[src/hw/rtl/svde_pkg.sv]
// ----------------------------------------------------------------------------
// svde_pkg: shared definitions of the stream variable-byte delta encoder
// Register indexes, mode codes, size thresholds and the coded-length type.
// ----------------------------------------------------------------------------
package svde_pkg;

    // Configuration register indexes
    localparam logic [1:0] REG_ENCODE_MODE  = 2'd0;
    localparam logic [1:0] REG_DELTA_ENABLE = 2'd1;
    localparam logic [1:0] REG_DELTA_BASE   = 2'd2;

    // Encode modes; the unused code behaves as the plain mode
    localparam logic [1:0] MODE_PLAIN  = 2'd0;
    localparam logic [1:0] MODE_ZIGZAG = 2'd1;
    localparam logic [1:0] MODE_0124   = 2'd2;

    // Field widths
    localparam int unsigned VALUE_W = 32;
    localparam int unsigned LEN_W   = 3;
    localparam int unsigned KEY_W   = 8;
    localparam int unsigned CODE_W  = 2;
    localparam int unsigned ACC_W   = 6;

    // Byte-size thresholds
    localparam logic [VALUE_W-1:0] LIMIT_1B = 32'h0000_0100;
    localparam logic [VALUE_W-1:0] LIMIT_2B = 32'h0001_0000;
    localparam logic [VALUE_W-1:0] LIMIT_3B = 32'h0100_0000;

    // Length code and byte count of one value
    typedef struct packed {
        logic [CODE_W-1:0] code;
        logic [LEN_W-1:0]  len;
    } t_code_len;

    // Zigzag map: sign moves to bit zero
    function automatic logic [VALUE_W-1:0] zigzag(input logic [VALUE_W-1:0] v);
        zigzag = {v[VALUE_W-2:0], 1'b0} ^ {VALUE_W{v[VALUE_W-1]}};
    endfunction

    // Length of a value in 1/2/3/4-byte coding
    function automatic t_code_len classify_1234(input logic [VALUE_W-1:0] v);
        t_code_len c;
        if (v < LIMIT_1B) begin
            c = '{code: 2'd0, len: 3'd1};
        end else if (v < LIMIT_2B) begin
            c = '{code: 2'd1, len: 3'd2};
        end else if (v < LIMIT_3B) begin
            c = '{code: 2'd2, len: 3'd3};
        end else begin
            c = '{code: 2'd3, len: 3'd4};
        end
        classify_1234 = c;
    endfunction

    // Length of a value in 0/1/2/4-byte coding
    function automatic t_code_len classify_0124(input logic [VALUE_W-1:0] v);
        t_code_len c;
        if (v == '0) begin
            c = '{code: 2'd0, len: 3'd0};
        end else if (v < LIMIT_1B) begin
            c = '{code: 2'd1, len: 3'd1};
        end else if (v < LIMIT_2B) begin
            c = '{code: 2'd2, len: 3'd2};
        end else begin
            c = '{code: 2'd3, len: 3'd4};
        end
        classify_0124 = c;
    endfunction

endpackage

[src/hw/rtl/stream_vbyte_delta_encoder.sv]
// ----------------------------------------------------------------------------
// stream_vbyte_delta_encoder: variable-byte encoder with delta and zigzag
// Codes 32-bit values as data bytes plus packed 2-bit length keys.
// ----------------------------------------------------------------------------
// Usage:
//   Input channel (i_in_valid / o_in_ready) transfers one value and its
//   block_end flag. Output channel (o_out_valid / i_out_ready) transfers one
//   result per value: data word and length, key byte with its valid flag,
//   and the end-of-block flag.
//   Configuration channel (i_cfg_valid / o_cfg_ready) is always ready and
//   writes encode_mode (0), delta_enable (1) or delta_base (2); index 3 is
//   ignored. Write it only while the block is idle.
//   A result passes through one input register, then the result register.
//   Throughput is one value per cycle while the receiver takes each result,
//   set by the single subtract, compare and pack step between the two.
//   A key byte comes out with every fourth value and with each block end.
//   Reset clears the configuration and state registers, the key slot and
//   the pipeline, and the next value starts a block. When the receiver
//   stalls, the result register holds and the input register still takes
//   one more value, after which o_in_ready drops until the result is taken.
// ----------------------------------------------------------------------------
module stream_vbyte_delta_encoder (
    input  logic        i_clk,
    input  logic        i_rst_n,
    // Input channel
    input  logic        i_in_valid,
    output logic        o_in_ready,
    input  logic [31:0] i_value,
    input  logic        i_block_end,
    // Output channel
    output logic        o_out_valid,
    input  logic        i_out_ready,
    output logic [31:0] o_data_word,
    output logic [2:0]  o_data_len,
    output logic [7:0]  o_key_byte,
    output logic        o_key_valid,
    output logic        o_end_of_block,
    // Configuration channel
    input  logic        i_cfg_valid,
    output logic        o_cfg_ready,
    input  logic [1:0]  i_cfg_index,
    input  logic [31:0] i_cfg_data
);

    // Configuration registers
    logic [1:0]  r_encode_mode;
    logic        r_delta_enable;
    logic [31:0] r_delta_base;

    // Encoder state
    logic [31:0] r_prev_value;
    logic [5:0]  r_key_acc;
    logic [1:0]  r_slot;
    logic        r_block_start;

    // Input register
    logic        r_in_valid;
    logic [31:0] r_in_value;
    logic        r_in_block_end;

    // Result register
    logic        r_out_valid;
    logic [31:0] r_data_word;
    logic [2:0]  r_data_len;
    logic [7:0]  r_key_byte;
    logic        r_key_valid;
    logic        r_end_of_block;

    // Combinational step
    logic                  out_free;
    logic                  advance;
    logic [31:0]           prev;
    logic [31:0]           diff;
    logic [31:0]           coded;
    svde_pkg::t_code_len   cl;
    logic [31:0]           n_data_word;
    logic [7:0]            key_full;
    logic [5:0]            n_key_acc;
    logic                  emit;

    // Handshakes
    assign o_cfg_ready = 1'b1;
    assign out_free    = !r_out_valid || i_out_ready;
    assign o_in_ready  = !r_in_valid || out_free;
    assign advance     = r_in_valid && out_free;

    // Difference, optional zigzag, and length classification
    always_comb begin
        prev  = r_block_start ? r_delta_base : r_prev_value;
        diff  = r_delta_enable ? (r_in_value - prev) : r_in_value;
        coded = diff;
        if (r_encode_mode == svde_pkg::MODE_0124) begin
            cl = svde_pkg::classify_0124(diff);
        end else begin
            if (r_encode_mode == svde_pkg::MODE_ZIGZAG) begin
                coded = svde_pkg::zigzag(diff);
            end
            cl = svde_pkg::classify_1234(coded);
        end
    end

    // Keep only the data bytes that the length covers
    always_comb begin
        case (cl.len)
            3'd0:    n_data_word = '0;
            3'd1:    n_data_word = {24'd0, coded[7:0]};
            3'd2:    n_data_word = {16'd0, coded[15:0]};
            3'd3:    n_data_word = {8'd0, coded[23:0]};
            default: n_data_word = coded;
        endcase
    end

    // Key packing: insert the code at the current slot
    always_comb begin
        emit = (r_slot == 2'd3) || r_in_block_end;
        case (r_slot)
            2'd0: begin
                key_full  = {6'd0, cl.code};
                n_key_acc = {4'd0, cl.code};
            end
            2'd1: begin
                key_full  = {4'd0, cl.code, r_key_acc[1:0]};
                n_key_acc = {2'd0, cl.code, r_key_acc[1:0]};
            end
            2'd2: begin
                key_full  = {2'd0, cl.code, r_key_acc[3:0]};
                n_key_acc = {cl.code, r_key_acc[3:0]};
            end
            default: begin
                key_full  = {cl.code, r_key_acc};
                n_key_acc = '0;
            end
        endcase
    end

    // Configuration writes
    always_ff @(posedge i_clk) begin
        if (!i_rst_n) begin
            r_encode_mode  <= svde_pkg::MODE_PLAIN;
            r_delta_enable <= 1'b0;
            r_delta_base   <= '0;
        end else if (i_cfg_valid) begin
            case (i_cfg_index)
                svde_pkg::REG_ENCODE_MODE:  r_encode_mode  <= i_cfg_data[1:0];
                svde_pkg::REG_DELTA_ENABLE: r_delta_enable <= i_cfg_data[0];
                svde_pkg::REG_DELTA_BASE:   r_delta_base   <= i_cfg_data;
                default: ;
            endcase
        end
    end

    // Input register control
    always_ff @(posedge i_clk) begin
        if (!i_rst_n) begin
            r_in_valid <= 1'b0;
        end else if (o_in_ready) begin
            r_in_valid <= i_in_valid;
        end
    end

    // Input register payload
    always_ff @(posedge i_clk) begin
        if (i_in_valid && o_in_ready) begin
            r_in_value     <= i_value;
            r_in_block_end <= i_block_end;
        end
    end

    // Encoder state update as each value moves to the result register
    always_ff @(posedge i_clk) begin
        if (!i_rst_n) begin
            r_prev_value  <= '0;
            r_key_acc     <= '0;
            r_slot        <= '0;
            r_block_start <= 1'b1;
        end else if (advance) begin
            r_prev_value  <= r_in_block_end ? r_delta_base : r_in_value;
            r_block_start <= r_in_block_end;
            if (emit) begin
                r_key_acc <= '0;
                r_slot    <= '0;
            end else begin
                r_key_acc <= n_key_acc;
                r_slot    <= r_slot + 2'd1;
            end
        end
    end

    // Result register control
    always_ff @(posedge i_clk) begin
        if (!i_rst_n) begin
            r_out_valid <= 1'b0;
        end else if (out_free) begin
            r_out_valid <= r_in_valid;
        end
    end

    // Result register payload
    always_ff @(posedge i_clk) begin
        if (advance) begin
            r_data_word    <= n_data_word;
            r_data_len     <= cl.len;
            r_key_byte     <= emit ? key_full : 8'd0;
            r_key_valid    <= emit;
            r_end_of_block <= r_in_block_end;
        end
    end

    assign o_out_valid    = r_out_valid;
    assign o_data_word    = r_data_word;
    assign o_data_len     = r_data_len;
    assign o_key_byte     = r_key_byte;
    assign o_key_valid    = r_key_valid;
    assign o_end_of_block = r_end_of_block;

`ifndef SYNTHESIS
    // A block end always flushes a key byte.
    a_eob_key: assert property (@(posedge i_clk) disable iff (!i_rst_n)
        (r_out_valid && r_end_of_block) |-> r_key_valid)
        else $error("block end without key byte");

    // An incomplete key is never shown.
    a_key_zero: assert property (@(posedge i_clk) disable iff (!i_rst_n)
        (r_out_valid && !r_key_valid) |-> (r_key_byte == 8'd0))
        else $error("key byte nonzero while not valid");

    // After a block end the key slot restarts and the next value starts a block.
    a_block_restart: assert property (@(posedge i_clk) disable iff (!i_rst_n)
        (advance && r_in_block_end) |=> (r_slot == 2'd0 && r_key_acc == 6'd0
                                         && r_block_start))
        else $error("state not restarted after block end");

    // Bytes above a one-byte data length are zero.
    a_len_mask: assert property (@(posedge i_clk) disable iff (!i_rst_n)
        (r_out_valid && r_data_len == 3'd1) |-> (r_data_word[31:8] == 24'd0))
        else $error("data word bytes above length not zero");
`endif

endmodule
[config.mk]
export PLATFORM = sky130hd
export DESIGN_NAME = stream_vbyte_delta_encoder
export DESIGN_NICKNAME = d
export VERILOG_FILES = /design/src/hw/rtl/svde_pkg.sv /design/src/hw/rtl/stream_vbyte_delta_encoder.sv
export SDC_FILE = /design/constraint.sdc
export NUM_CORES = 1
export LEC_CHECK = 0
export ABC_CLOCK_PERIOD_IN_PS = 13500
export BUFFER_PORTS_ARGS = -buffer_cell sky130_fd_sc_hd__buf_2
export CORE_MARGIN = 3
export CORE_UTILIZATION = 30
export DETAILED_ROUTE_END_ITERATION = 6
export GPL_TIMING_DRIVEN = 0
export PLACE_DENSITY_LB_ADDON = 0.15
export SYNTH_ARGS = -nofsm -noshare
export SYNTH_HDL_FRONTEND = slang
export SYNTH_SLANG_ARGS = --single-unit
[constraint.sdc]
create_clock -name i_clk -period 13.5 [get_ports i_clk]
set_input_delay 2.7 -clock i_clk [delete_from_list [all_inputs] [get_ports i_clk]]
set_output_delay 2.7 -clock i_clk [all_outputs]
set_load 0.005 [all_outputs]
Word level (Yosys, flattened, before mapping):

Cells that the tools add are included.

* latch bits: 0
* bits in read-only memories: 0
* register bits after elaboration: 156
* memories: 0
* bits of input ports: 72
* memory bits (writable): 0

* mux-type cells: 18
* $mul: 0
* equal/unequal tests: 12
* divide/modulo/power cells: 0
* shifts and indexed selects: 0
* add/sub/neg operators: 2
* reduce and logical (&&, ||, !) cells: 16
* magnitude comparators: 5
* bitwise logic cells: 1

Operators by type and width (number)
* $mux 32: 6
* $pmux 32 s4: 1
* $lt 32x17->1 const B: 2
* $lt 32x9->1 const B: 2
* $logic_not 32->1: 1
* $lt 32x25->1 const B: 1
* $sub 32x32->32: 1
* $xor 32x32->32: 1
* $mux 5: 5
* $pmux 8 s3: 1
* $pmux 6 s3: 1
* $eq 2x2->1 const B: 4
* $mux 4: 2
* $reduce_and 2->1: 4
* $eq 2x1->1 const B: 3
* $eq 3x2->1 const B: 2
* $mux 6: 1
* $logic_not 2->1: 2
* $ne 2x2->1 const B: 2
* $eq 3x1->1 const B: 1
* $logic_not 3->1: 1
* $logic_or 1x1->1: 3
* $reduce_and 3->1: 1
* $add 2x1->2 const B: 1
* 3 further kinds: 5

Depth between registers and ports, before layout:

* word-level depth: 13
* depth in mapped cells: 17

Least setup slack after synthesis:

Ideal clock, no wire load.

* path type: input to output
* start point: input i_out_ready
* end point: output o_in_ready
* arrival: 2967 ps
* path slack: 7833 ps
* stages: 2
* path through: nor2b_1 -> nand2_1

* longest elaborated chain between the ends: 2

Ends and longest elaborated chain
* start, declared: RTL line stream_vbyte_delta_encoder.sv:32 `input logic i_out_ready,`
* $logic_or 1x1->1: RTL line stream_vbyte_delta_encoder.sv:83 `assign out_free = !r_out_valid || i_out_ready;`
* $logic_or 1x1->1: RTL line stream_vbyte_delta_encoder.sv:84 `assign o_in_ready = !r_in_valid || out_free;`
* end, declared: RTL line stream_vbyte_delta_encoder.sv:27 `output logic o_in_ready,`

Every way passes these cells.

Final worst setup path:

* start point: register r_block_start
* end point: register r_key_byte[0] (netlist: o_key_byte[0]), data pin

* longest elaborated chain between the ends: 12
* elaborated cells on any way between the ends: 20
* those cells by class: add/sub: 1; order compare: 5; mux: 12; bitwise: 1; reduce/logical: 1

Ends and longest elaborated chain
* start, declared: RTL line stream_vbyte_delta_encoder.sv:54 `logic r_block_start;`
* start signal, assigned: RTL line stream_vbyte_delta_encoder.sv:178 `r_block_start <= r_in_block_end;`
* $mux 32 (*): RTL line stream_vbyte_delta_encoder.sv:89 `prev = r_block_start ? r_delta_base : r_prev_value;`
* $sub 32x32->32 (*): RTL line stream_vbyte_delta_encoder.sv:90 `diff = r_delta_enable ? (r_in_value - prev) : r_in_value;`
* $mux 32 (*): RTL line stream_vbyte_delta_encoder.sv:90
* $xor 32x32->32: RTL line svde_pkg.sv:37 `zigzag = {v[VALUE_W-2:0], 1'b0} ^ {VALUE_W{v[VALUE_W-1]}};`
* $mux 32: RTL line stream_vbyte_delta_encoder.sv:95 `if (r_encode_mode == svde_pkg::MODE_ZIGZAG) begin`
* $mux 32: RTL line stream_vbyte_delta_encoder.sv:92 `if (r_encode_mode == svde_pkg::MODE_0124) begin`
* $lt 32x25->1: RTL line svde_pkg.sv:47 `end else if (v < LIMIT_3B) begin`
* $mux 4: RTL line svde_pkg.sv:47
* $mux 5: RTL line svde_pkg.sv:45 `end else if (v < LIMIT_2B) begin`
* $mux 5: RTL line svde_pkg.sv:43 `if (v < LIMIT_1B) begin`
* $mux 5 (*): RTL line stream_vbyte_delta_encoder.sv:92
* $pmux 8 s3 (*): RTL line stream_vbyte_delta_encoder.sv:116 `case (r_slot)`
* end signal, assigned: RTL line stream_vbyte_delta_encoder.sv:203 `r_key_byte <= emit ? key_full : 8'd0;`
* end, declared: RTL line stream_vbyte_delta_encoder.sv:65 `logic [7:0] r_key_byte;`

Every way passes the cells marked *; elsewhere a longest branch is shown, timed or not. The select of a mux whose other input is x is not followed.
A chain may end at the register's enable or synchronous reset.

==> run metrics <==
dpl hpwl 23600 um; most common cell after layout, fill and taps aside nand2_1; Setup TNS 0 ns; drt wl/cell 19.2 um; Total Routing Usage GR 0.181; period utilization 0.470; layout cells sized above 1 0.164; relative slew slack 0.0348; Hold-fix buffers, CTS 0; clk slew on worst S/H paths 0.07 ns; mean post-synth cell area 9.29 um2; chip height 185 um; Post-Syn Area 9660 um2; final setup violating endpoints 0; commonest cells after routing, fill and taps aside nand2_1 (148), buf_2 (135), edfxtp_1 (78), dfxtp_1 (78), a21oi_1 (70); GP Congestion 0.892; cell count after synthesis 1040; FMAX 158 MHz; depth of the CTS H-tree 4; final hold vios 0; Initial Util 0.305; global-route wire length before repair 47600 um; PwrDens 112 nW/um2; largest net degree at the start of global routing 40; Setup Fix Bufs, Post-CTS 0; cell area after layout 11400 um2; ant diodes 0; PortBufs 117; main flop type after synthesis edfxtp_1; RSZ-0062 raised after global routing no; CP required 13.66 ns; via/cell ratio 5.19; Cells after DPL 1562; number of synthesized flops with an enable pin 78; Worst setup EP type flop; Lkg Pwr 4.72 nW; crit path kind reg2reg; Routed Antenna Nets 0; status completed; core area 31600 um2; die area 34400 um2; Worst Max-Slew Pin Slew 1.43 ns; DR pass1 iterations 5; PostCTS Resize Cnt 0; 1st-iter DRT viols 453; Die X 185 um; register bit total from synthesis 156; Cell Area, Placed 10800 um2; Synth warnings 0; worst endpoint data arrival time 6.51 ns; DRC Markers 0; non-filler instance count after layout 1594; Final #Nets 1288; IO Pins 120; total wire length 30600 um; GRT overflow 0; CTS tree built; Startpoint Class flop; Yosys cell types 83; syn nets 1149; FFs w/ async S/R, synth 0; Clk Latency, worst-skew pair 0.45 ns; Clock Skew 0.0148 ns; initial antenna violation count 0; Vias 8274; Num Clock Sinks 156; max-capacitance violation count 0; Tightest Hold Check Type reg2reg; CP Max Fanout 10; Max Slew Vio Count 0; VDD IR max 0.0972 mV; Root Buffer clkbuf_16; cts bufs inserted 17; sequential area share after synthesis 0.404; Area Growth Syn to Fin 18.1%; FP Rows 65; vias in the first global route 8137; CTS Buffer Depth 2; minimum clock period 6.34 ns
-- through the flow --
step                      hold slack [ns]  total power [W]  utilization  setup slack (ns)
after global routing                0.504          0.00135        0.361              6.77
final                               0.470          0.00128        0.361              7.16
after CTS                           0.473          0.00129        0.361              7.26
after detailed placement            0.463         0.000789        0.342              7.29
after floorplan                     0.440         0.000708            -              7.83
after global placement              0.458         0.000787        0.340              7.23
-- power breakdown --
| group | switching, W | total, W | internal [W] |
|---|---|---|---|
| Sequential | 0.0000148 | 0.000540 | 0.000525 |
| Clock | 0.000210 | 0.000501 | 0.000291 |
| Combinational | 0.000149 | 0.000240 | 0.0000911 |
| Total | 0.000374 | 0.00128 | 0.000907 |
-- synth_stat cells (all sizes together), types with 24 or more instances --
| master | count | area, um2 |
|---|---|---|
| a21boi | 37 | 278 |
| a21o | 24 | 180 |
| edfxtp | 78 | 2340 |
| dfxtp | 78 | 1560 |
| mux2i | 67 | 671 |
| nand2 | 149 | 562 |
| clkbuf | 43 | 161 |
| o211a | 33 | 330 |
| buf | 30 | 139 |
| xor2 | 27 | 236 |
| a21oi | 71 | 359 |
| nor2 | 63 | 236 |
| ha | 36 | 450 |
-- critical path: stages, from the launching register on --
cell,delay [ns]
dfxtp_1,0.31
clkbuf_1,0.32
buf_1,0.89
mux2i_1,0.18
ha_1,0.32
buf_2,0.18
a21o_1,0.20
a31oi_1,0.17
and3_1,0.21
a221oi_1,0.67
a21oi_1,0.15
nor4bb_1,1.19
nand2_1,0.13
nor3_1,0.23
nand4_1,0.16
a21oi_1,0.60
o31ai_1,0.16
-- worst paths after layout --
check / from / end / slack, ns / depth (start not counted)
setup / recovery: r_block_start / o_key_byte[0] / 7.16 / 16
hold / removal: r_key_acc[5] / r_key_acc[5] / 0.47 / 2
setup reg to reg: r_block_start / o_key_byte[0] / 7.16 / 16
hold reg to reg: r_key_acc[5] / r_key_acc[5] / 0.47 / 2
-- kinds of logic (layout without fill, tap and decap cells) --
family	after synthesis	in the layout	share of synthesized area
flops	156	156	0.404
mux	71	71	0.0741
xor+xnor	36	36	0.0326
other cells	1	1	0.000388
compound gates	281	281	0.215
fa+ha+maj	37	37	0.0487
buf+inv	90	242	0.0377
simple gates	368	368	0.187
-- layer usage --
| layer | vias to the layer above | global-route usage | share of wire |
|---|---|---|---|
| met5 | - | 0 | 0 |
| met4 | 0 | 0.0561 | 0.023 |
| met1 | 3942 | 0.254 | 0.49 |
| met3 | 34 | 0.0287 | 0.036 |
| met2 | 174 | 0.287 | 0.45 |
| li1 | 4124 | - | - |
-- registers in the layout (all words and copies together) (netlist names), 2 cells and up --
register,flops
r_in_value,32
o_data_len,3
r_encode_mode,2
o_data_word,32
r_delta_base,32
o_key_byte,8
r_prev_value,32
r_key_acc,6
r_slot,2
-- final cells by class --
class	instances	area (um2)
buffer	73	302
clock buffer	18	429
clock inverter	14	171
fill	3265	20200
inverter	17	63.8
multi-input combinational	794	5390
sequential	156	3900
tap	402	503
timing repair buffer	120	644
Power figures use the tool's default switching activity.
